$ cat src/rtl/ace_pkg.sv
`default_nettype none

package ace_pkg;

    // Default sizes of the section evaluator.
    localparam int SENSOR_SLOTS_DEF = 4;
    localparam int COUNT_BITS_DEF   = 15;

    // Width of the hold timer and of the hold_cycles register.
    localparam int HOLD_BITS = 8;
    localparam logic [HOLD_BITS-1:0] HOLD_RESET = 8'd30;

    // Configuration register indexes.
    localparam int ADDR_BITS = 2;
    typedef enum logic [ADDR_BITS-1:0] {
        REG_SENSOR_USED   = 2'd0,
        REG_ADD_DIRECTION = 2'd1,
        REG_HOLD_CYCLES   = 2'd2,
        REG_INITIAL_AXLES = 2'd3
    } ace_reg_idx_t;

    // Item kinds carried in tuser.
    typedef enum logic {
        MODE_CAPTURE  = 1'b0,
        MODE_EVALUATE = 1'b1
    } ace_mode_t;

    // Control of the lane stage as seen by the merging stage.
    typedef struct packed {
        logic      valid;
        ace_mode_t mode;
    } ace_ctl_t;

endpackage

`default_nettype wire

$ cat src/rtl/ace_lane.sv
`default_nettype none

// One sensor lane: registers the signed contribution of its sensor slot
// to the section sum, and whether a used sensor reports a wheel.
module ace_lane #(
    parameter int COUNT_BITS = ace_pkg::COUNT_BITS_DEF
) (
    input  wire logic                  aclk,
    input  wire logic                  load,
    input  wire logic [COUNT_BITS-1:0] count,
    input  wire logic                  used,
    input  wire logic                  add_dir,
    input  wire logic                  occ_in,
    output logic      [COUNT_BITS-1:0] term_reg,
    output logic                       occ_reg
);

    logic [COUNT_BITS-1:0] term_next;
    logic                  occ_next;

    always_comb begin
        if (!used) begin
            term_next = '0;
        end else if (add_dir) begin
            term_next = count;
        end else begin
            term_next = '0 - count;
        end
        occ_next = used & occ_in;
    end

    always_ff @(posedge aclk) begin
        if (load) begin
            term_reg <= term_next;
            occ_reg  <= occ_next;
        end
    end

endmodule

`default_nettype wire

$ cat src/rtl/ace_merge.sv
`default_nettype none

// Merging stage: adds the lane terms, updates the baseline and, for evaluate items, the axle
// total, free flag and hold timer, and holds the result in the output register.
module ace_merge #(
    parameter int SENSOR_SLOTS = ace_pkg::SENSOR_SLOTS_DEF,
    parameter int COUNT_BITS   = ace_pkg::COUNT_BITS_DEF
) (
    input  wire logic                                   aclk,
    input  wire logic                                   aresetn,
    input  wire ace_pkg::ace_ctl_t                      ctl,
    input  wire logic [SENSOR_SLOTS-1:0][COUNT_BITS-1:0] terms,
    input  wire logic [SENSOR_SLOTS-1:0]                occ,
    input  wire logic [ace_pkg::HOLD_BITS-1:0]          hold_cycles,
    input  wire logic                                   init_wr,
    input  wire logic [COUNT_BITS-1:0]                  init_value,
    input  wire logic                                   m_ready,
    output logic                                        st_ready,
    output logic                                        m_valid_reg,
    output logic      [COUNT_BITS-1:0]                  m_count_reg,
    output logic                                        m_free_reg,
    output logic                                        m_pend_reg
);

    logic [COUNT_BITS-1:0]         base_reg;
    logic [COUNT_BITS-1:0]         total_reg;
    logic                          free_reg;
    logic [ace_pkg::HOLD_BITS-1:0] timer_reg;

    logic [COUNT_BITS-1:0]         sum_c;
    logic [COUNT_BITS-1:0]         total_new;
    logic                          occ_any;
    logic [ace_pkg::HOLD_BITS-1:0] timer_occ;
    logic                          free_occ;
    logic [ace_pkg::HOLD_BITS-1:0] timer_chk;
    logic                          free_eval;
    logic [ace_pkg::HOLD_BITS-1:0] timer_eval;

    logic                          advance;
    logic                          m_valid_next;
    logic [COUNT_BITS-1:0]         total_next;
    logic                          free_next;

    assign st_ready     = !m_valid_reg || m_ready;
    assign advance      = ctl.valid && st_ready;
    assign m_valid_next = st_ready ? ctl.valid : m_valid_reg;
    assign occ_any      = |occ;

    always_comb begin
        sum_c = '0;
        for (int i = 0; i < SENSOR_SLOTS; i++) begin
            sum_c = sum_c + terms[i];
        end
        total_new = total_reg + sum_c - base_reg;
    end

    // An occupied sensor or a nonzero total restarts the hold; the section
    // goes free only once the timer has run out on an empty section.
    always_comb begin
        timer_occ = occ_any ? hold_cycles : timer_reg;
        free_occ  = occ_any ? 1'b0 : free_reg;
        if (total_new != '0) begin
            timer_chk = hold_cycles;
            free_eval = 1'b0;
        end else begin
            timer_chk = timer_occ;
            free_eval = (timer_occ == '0) ? 1'b1 : free_occ;
        end
        timer_eval = (timer_chk != '0) ? timer_chk - 1'b1 : '0;
    end

    always_comb begin
        unique case (ctl.mode)
            ace_pkg::MODE_CAPTURE: begin
                total_next = total_reg;
                free_next  = free_reg;
            end
            ace_pkg::MODE_EVALUATE: begin
                total_next = total_new;
                free_next  = free_eval;
            end
        endcase
    end

    always_ff @(posedge aclk) begin
        if (!aresetn) begin
            m_valid_reg <= 1'b0;
            base_reg    <= '0;
            total_reg   <= '0;
            free_reg    <= 1'b1;
            timer_reg   <= ace_pkg::HOLD_RESET;
        end else begin
            m_valid_reg <= m_valid_next;
            if (init_wr) begin
                total_reg <= init_value;
                free_reg  <= (init_value == '0);
            end else if (advance) begin
                base_reg <= sum_c;
                if (ctl.mode == ace_pkg::MODE_EVALUATE) begin
                    total_reg <= total_new;
                    free_reg  <= free_eval;
                    timer_reg <= timer_eval;
                end
            end
        end
    end

    always_ff @(posedge aclk) begin
        if (advance) begin
            m_count_reg <= total_next;
            m_free_reg  <= free_next;
            m_pend_reg  <= (total_next == '0) && !free_next;
        end
    end

`ifndef SYNTHESIS
    a_free_means_empty: assert property (
        @(posedge aclk) disable iff (!aresetn)
        free_reg |-> (total_reg == '0)
    ) else $error("section free while axle total is nonzero");

    a_capture_keeps_total: assert property (
        @(posedge aclk) disable iff (!aresetn)
        (advance && ctl.mode == ace_pkg::MODE_CAPTURE && !init_wr)
            |=> (total_reg == $past(total_reg)) && (free_reg == $past(free_reg))
    ) else $error("capture transfer changed the axle total or free flag");

    a_stall_blocks_stage: assert property (
        @(posedge aclk) disable iff (!aresetn)
        (m_valid_reg && !m_ready) |-> !advance
    ) else $error("lane stage advanced into a stalled output register");

    a_result_matches_state: assert property (
        @(posedge aclk) disable iff (!aresetn)
        (advance && !init_wr) |=> (m_count_reg == total_reg) && (m_free_reg == free_reg)
    ) else $error("result does not show the state after the transfer");
`endif

endmodule

`default_nettype wire

$ cat src/rtl/axle_counter_section_evaluator_unit.sv
`default_nettype none

// Two register stages (lane, merge): an input is registered in the lane stage and its
// result then in the merging stage's output register, which holds it while stalled.
// Throughput: one item per cycle unless the output stalls; the state updates once per item.
// The lane stage can take one more item while a finished result waits in the output register.
// Reset (aresetn low, synchronous) clears both stages, loads axle total 0, section free,
// baseline 0, hold timer 30, and the registers to used 0, direction 0, hold 30.
module axle_counter_section_evaluator_unit #(
    parameter int SENSOR_SLOTS = ace_pkg::SENSOR_SLOTS_DEF,
    parameter int COUNT_BITS   = ace_pkg::COUNT_BITS_DEF,
    localparam int S_DATA_W    = ((SENSOR_SLOTS * COUNT_BITS + SENSOR_SLOTS + 7) / 8) * 8,
    localparam int M_DATA_W    = ((COUNT_BITS + 2 + 7) / 8) * 8,
    localparam int CFG_W       = (COUNT_BITS > ace_pkg::HOLD_BITS) ? COUNT_BITS
                                                                   : ace_pkg::HOLD_BITS
) (
    input  wire logic                          aclk,
    input  wire logic                          aresetn,

    // Input channel.
    input  wire logic                          s_axis_tvalid,
    output logic                               s_axis_tready,
    // sensor_count_0 .. sensor_count_N-1, then sensor_occupied_bits, zero padded
    input  wire logic [S_DATA_W-1:0]           s_axis_tdata,
    // mode
    input  wire logic                          s_axis_tuser,

    // Result channel.
    output logic                               m_axis_tvalid,
    input  wire logic                          m_axis_tready,
    // axle_count, section_free, clearing_pending, zero padded
    output logic      [M_DATA_W-1:0]           m_axis_tdata,

    // Configuration write port.
    input  wire logic                          cfg_wr_en,
    input  wire logic [ace_pkg::ADDR_BITS-1:0] cfg_addr,
    input  wire logic [CFG_W-1:0]              cfg_wdata
);

    // Configuration registers. The initial axle count is not kept: a write
    // loads it straight into the axle total in the merging stage.
    logic [SENSOR_SLOTS-1:0]       used_mask_reg;
    logic [SENSOR_SLOTS-1:0]       dir_mask_reg;
    logic [ace_pkg::HOLD_BITS-1:0] hold_reg;
    logic                          init_wr;

    always_comb begin
        init_wr = 1'b0;
        if (cfg_wr_en) begin
            unique case (ace_pkg::ace_reg_idx_t'(cfg_addr))
                ace_pkg::REG_SENSOR_USED:   init_wr = 1'b0;
                ace_pkg::REG_ADD_DIRECTION: init_wr = 1'b0;
                ace_pkg::REG_HOLD_CYCLES:   init_wr = 1'b0;
                ace_pkg::REG_INITIAL_AXLES: init_wr = 1'b1;
            endcase
        end
    end

    always_ff @(posedge aclk) begin
        if (!aresetn) begin
            used_mask_reg <= '0;
            dir_mask_reg  <= '0;
            hold_reg      <= ace_pkg::HOLD_RESET;
        end else if (cfg_wr_en) begin
            unique case (ace_pkg::ace_reg_idx_t'(cfg_addr))
                ace_pkg::REG_SENSOR_USED:   used_mask_reg <= cfg_wdata[SENSOR_SLOTS-1:0];
                ace_pkg::REG_ADD_DIRECTION: dir_mask_reg  <= cfg_wdata[SENSOR_SLOTS-1:0];
                ace_pkg::REG_HOLD_CYCLES:   hold_reg      <= cfg_wdata[ace_pkg::HOLD_BITS-1:0];
                ace_pkg::REG_INITIAL_AXLES: hold_reg      <= hold_reg;
            endcase
        end
    end

    // Lane stage control. The stage takes a new transfer whenever it is
    // empty or its current item moves on into the merging stage.
    logic st1_valid_reg;
    logic st1_valid_next;
    logic st1_mode_reg;
    logic st2_ready;
    logic st1_ready;
    logic s_load;

    assign st1_ready      = !st1_valid_reg || st2_ready;
    assign s_axis_tready  = st1_ready;
    assign s_load         = s_axis_tvalid && st1_ready;
    assign st1_valid_next = st1_ready ? s_axis_tvalid : st1_valid_reg;

    always_ff @(posedge aclk) begin
        if (!aresetn) begin
            st1_valid_reg <= 1'b0;
        end else begin
            st1_valid_reg <= st1_valid_next;
        end
    end

    always_ff @(posedge aclk) begin
        if (s_load) begin
            st1_mode_reg <= s_axis_tuser;
        end
    end

    // One lane per sensor slot, each forming its signed contribution.
    logic [SENSOR_SLOTS-1:0][COUNT_BITS-1:0] lane_terms;
    logic [SENSOR_SLOTS-1:0]                 lane_occ;

    for (genvar g = 0; g < SENSOR_SLOTS; g++) begin : g_lane
        ace_lane #(
            .COUNT_BITS (COUNT_BITS)
        ) u_lane (
            .aclk     (aclk),
            .load     (s_load),
            .count    (s_axis_tdata[g*COUNT_BITS +: COUNT_BITS]),
            .used     (used_mask_reg[g]),
            .add_dir  (dir_mask_reg[g]),
            .occ_in   (s_axis_tdata[SENSOR_SLOTS*COUNT_BITS + g]),
            .term_reg (lane_terms[g]),
            .occ_reg  (lane_occ[g])
        );
    end

    ace_pkg::ace_ctl_t st1_ctl;
    assign st1_ctl.valid = st1_valid_reg;
    assign st1_ctl.mode  = ace_pkg::ace_mode_t'(st1_mode_reg);

    logic [COUNT_BITS-1:0] m_count;
    logic                  m_free;
    logic                  m_pend;

    ace_merge #(
        .SENSOR_SLOTS (SENSOR_SLOTS),
        .COUNT_BITS   (COUNT_BITS)
    ) u_merge (
        .aclk        (aclk),
        .aresetn     (aresetn),
        .ctl         (st1_ctl),
        .terms       (lane_terms),
        .occ         (lane_occ),
        .hold_cycles (hold_reg),
        .init_wr     (init_wr),
        .init_value  (cfg_wdata[COUNT_BITS-1:0]),
        .m_ready     (m_axis_tready),
        .st_ready    (st2_ready),
        .m_valid_reg (m_axis_tvalid),
        .m_count_reg (m_count),
        .m_free_reg  (m_free),
        .m_pend_reg  (m_pend)
    );

    assign m_axis_tdata = {{(M_DATA_W - COUNT_BITS - 2){1'b0}}, m_pend, m_free, m_count};

endmodule

`default_nettype wire
$ cat config.mk
export PLATFORM = sky130hd
export DESIGN_NAME = axle_counter_section_evaluator_unit
export DESIGN_NICKNAME = d
export VERILOG_FILES = /design/src/rtl/ace_pkg.sv /design/src/rtl/ace_lane.sv /design/src/rtl/ace_merge.sv /design/src/rtl/axle_counter_section_evaluator_unit.sv
export SDC_FILE = /design/constraint.sdc
export NUM_CORES = 1
export LEC_CHECK = 0
export BUFFER_PORTS_ARGS = -buffer_cell sky130_fd_sc_hd__buf_4
export CAP_MARGIN = 20
export CORE_ASPECT_RATIO = 1.5
export CORE_MARGIN = 4
export CORE_UTILIZATION = 39
export CTS_CLUSTER_SIZE = 10
export DETAILED_ROUTE_END_ITERATION = 8
export PLACE_DENSITY = 0.69
export SLEW_MARGIN = 25
export SYNTH_ARGS = -nofsm -noshare
export SYNTH_HDL_FRONTEND = slang
export SYNTH_SLANG_ARGS = --single-unit
$ cat constraint.sdc
create_clock -name aclk -period 18.3 [get_ports aclk]
set_input_delay 2.745 -clock aclk [delete_from_list [all_inputs] [get_ports aclk]]
set_output_delay 2.745 -clock aclk [all_outputs]
set_load 0.005 [all_outputs]
==> summary.md <==
| Metric | Value |
|---|---|
| Status | `complete, no violations` |
| Max_cap viols | `0` |
| Port bufs | `105` |
| DR iter-0 viols | `407` |
| Synth Register Bits | `139` |
| # nets final | `1265` |
| Die H | `199 µm` |
| Final worst-path cycle share | `43.5%` |
| WP data arrival | `8270 ps` |
| H-tree depth | `4` |
| Worst min path class | `reg2reg` |
| CP delay by family, top | `adder cells` |
| Post-synth EDFFs | `82` |
| Routed vias | `7405` |
| Worst Tran Pin Value | `1050 ps` |
| Data required, critical path | `18610 ps` |
| RSZ-0062 raised after global routing | `false` |
| Crit end category | `flop` |
| Switching part of the total | `40.6%` |
| Setup TNS | `0 ps` |
| CP bufs+invs | `3` |
| Routed Antenna Nets | `0` |
| Sequential Power Share | `24.1%` |
| TritonCTS Buffers | `17` |
| First-pass GRT wire length | `36.2 mm` |
| Detail-routed via count per cell | `5.17` |
| DP HPWL | `17.9 mm` |
| Clock buffer depth | `2` |
| Die width | `135 µm` |
| Worst path most repeated cell | `fa_1` |
| Std-Cell Rows | `69` |
| Clk_skew | `6.96 ps` |
| Skew-Pair Late Insertion Delay | `430 ps` |
| CP startpoint kind | `flop` |
| Drt drc | `0` |
| ANT cells | `0` |
| Switching power of the nets | `686 µW` |
| Combinational share of power | `53.5%` |
| Final hold violations | `0` |
| Largest net degree at the start of global routing | `66` |
| Gpl congestion | `0.878` |
| Core area | `0.0238 mm²` |
| Initial Util | `39.7%` |
| Routed WL | `22.7 mm` |
| Clock sinks | `139` |
| Share of cells above drive strength 1 | `14.8%` |
| Most common cell after layout, fill and taps aside | `buf_4` |
| Die Area | `0.0269 mm²` |
| IO Pins | `113` |
| Power Density | `152 mW/mm²` |
| Setup Crit Path Kind | `reg2reg` |
| Minimum clock period | `7960 ps` |
| Number of gates resized after cts | `0` |
| Post-synthesis sequential area ratio | `38.1%` |
| Leakage | `4.48 nW` |
| Total gr overflow | `0` |
| Slowest-stage cell, CP | `fa_1` |
| Clock Power Share | `22.4%` |
| Post-Syn Area per Cell | `9.34 µm²` |
| Crit Path Max Fanout | `14` |
| Dpl ws | `10370 ps` |
| P_int | `1.01 mW` |
| Clock-pin transition on the worst setup and hold timing paths | `60 ps` |
| Yosys warns | `0` |
| Layout area overhead | `17.7%` |
| Total track usage | `17.1%` |
| First-pass DRT Iterations | `5` |
| Slew Viols, Final | `0` |
| CTS tree | `built` |
| Rel. slew slack | `29.3%` |
| Worst ir drop on vdd | `0.0871 mV` |
| Vias in the first global route | `7169` |
| Hold slack | `453 ps` |
| FILL cells | `2302` |
| Antenna violations before repair | `0` |
| Synth async-reset ratio | `0%` |
| Fin worst setup slack | `10340 ps` |
| Cell variety after synth | `69` |
| CP max stage delay | `520 ps` |
| Number of flip-flops in the largest register | `60` |
| Core Util, Final | `46.7%` |
| Max Clk Rate | `126 MHz` |
| Syn Std Cell Area | `0.00946 mm²` |
| Setup Buffers After CTS | `0` |
| Post-synth top flop | `edfxtp_1` |
| WL per Instance | `15.9 µm` |
| CTS Hold Bufs | `0` |
| Most frequent cells in the layout | `buf_4, inv_1, nor2_1` |
| Final setup vio count | `0` |
| Syn Inst Count | `1013` |
| Root Buffer | `clkbuf_16` |
==> layer usage <==
metal | global-route usage (%) | routed length (µm)
met2 | 31.4 | 12000
met3 | 2.83 | 964
met4 | 6.35 | 656
met1 | 19.7 | 9080
met5 | 0 | 0
==> area by class of cell <==
type,instances,area (µm²),share of cell area [%]
inverters,96,360,3.23
multi-input cells,739,5320,47.7
well taps,319,399,3.58
clock inverters,15,221,1.99
flip-flops and latches,139,3600,32.3
clock buffers,17,425,3.82
repair buffers,108,811,7.28
==> synthesized netlist by cell type (10+ instances only) <==
cell type | instances | area [µm²]
and2_1 | 47 | 294
nor4_1 | 17 | 106
or3_1 | 21 | 131
a21boi_0 | 14 | 105
inv_1 | 96 | 360
nor2b_1 | 16 | 100
ha_1 | 35 | 438
o21ai_0 | 45 | 225
dfxtp_1 | 57 | 1140
nor2_1 | 93 | 349
mux2_2 | 10 | 113
xor2_1 | 35 | 307
mux2i_1 | 26 | 260
clkbuf_1 | 30 | 113
xnor2_1 | 29 | 254
fa_1 | 42 | 841
edfxtp_1 | 82 | 2460
nand3_1 | 25 | 125
a31oi_1 | 16 | 100
nand2_1 | 81 | 304
a21oi_1 | 49 | 245
nor3_1 | 29 | 145
==> worst paths after layout <==
kind,start,to,slack [ps],depth (start not counted)
setup / recovery,g_lane[0].u_lane.term_reg[1],u_merge.timer_reg[4],10340,31
setup reg to reg,g_lane[0].u_lane.term_reg[1],u_merge.timer_reg[4],10340,31
hold reg to reg,u_merge.base_reg[4],u_merge.base_reg[4],450,2
hold / removal,u_merge.base_reg[4],u_merge.base_reg[4],450,2
==> power groups by stage <==
stage / sequential (mW) / combinational (mW) / clock, mW
2_1_floorplan: 0.406 / 0.700 / 0
3_3_place_gp: 0.414 / 0.881 / 0
3_5_place_dp: 0.414 / 0.896 / 0
4_1_cts: 0.407 / 0.904 / 0.385
5_1_grt: 0.412 / 1.00 / 0.397
6_report: 0.407 / 0.906 / 0.379
==> through the flow <==
stage          power [mW]  cell area, µm²  instances
2_1_floorplan        1.11            9480       1019
3_3_place_gp         1.29           10500       1401
3_5_place_dp         1.31           10500       1401
4_1_cts              1.70           11100       1433
5_1_grt              1.81           11100       1433
6_report             1.69           11100       1433
==> worst min-delay path, stage by stage (launching register included) <==
cell,delay (ps)
dfxtp_1,310
nand2_1,50
a21oi_1,50
==> cells by family after synthesis <==
kind of cell    synth area share, %
flops                          38.1
mux                            4.10
fa+ha+maj                      13.5
other cells                  0.0396
compound gates                 12.4
xor+xnor                       5.93
simple gates                   20.0
buf+inv                        5.96
(Power assumes the default switching activity.)
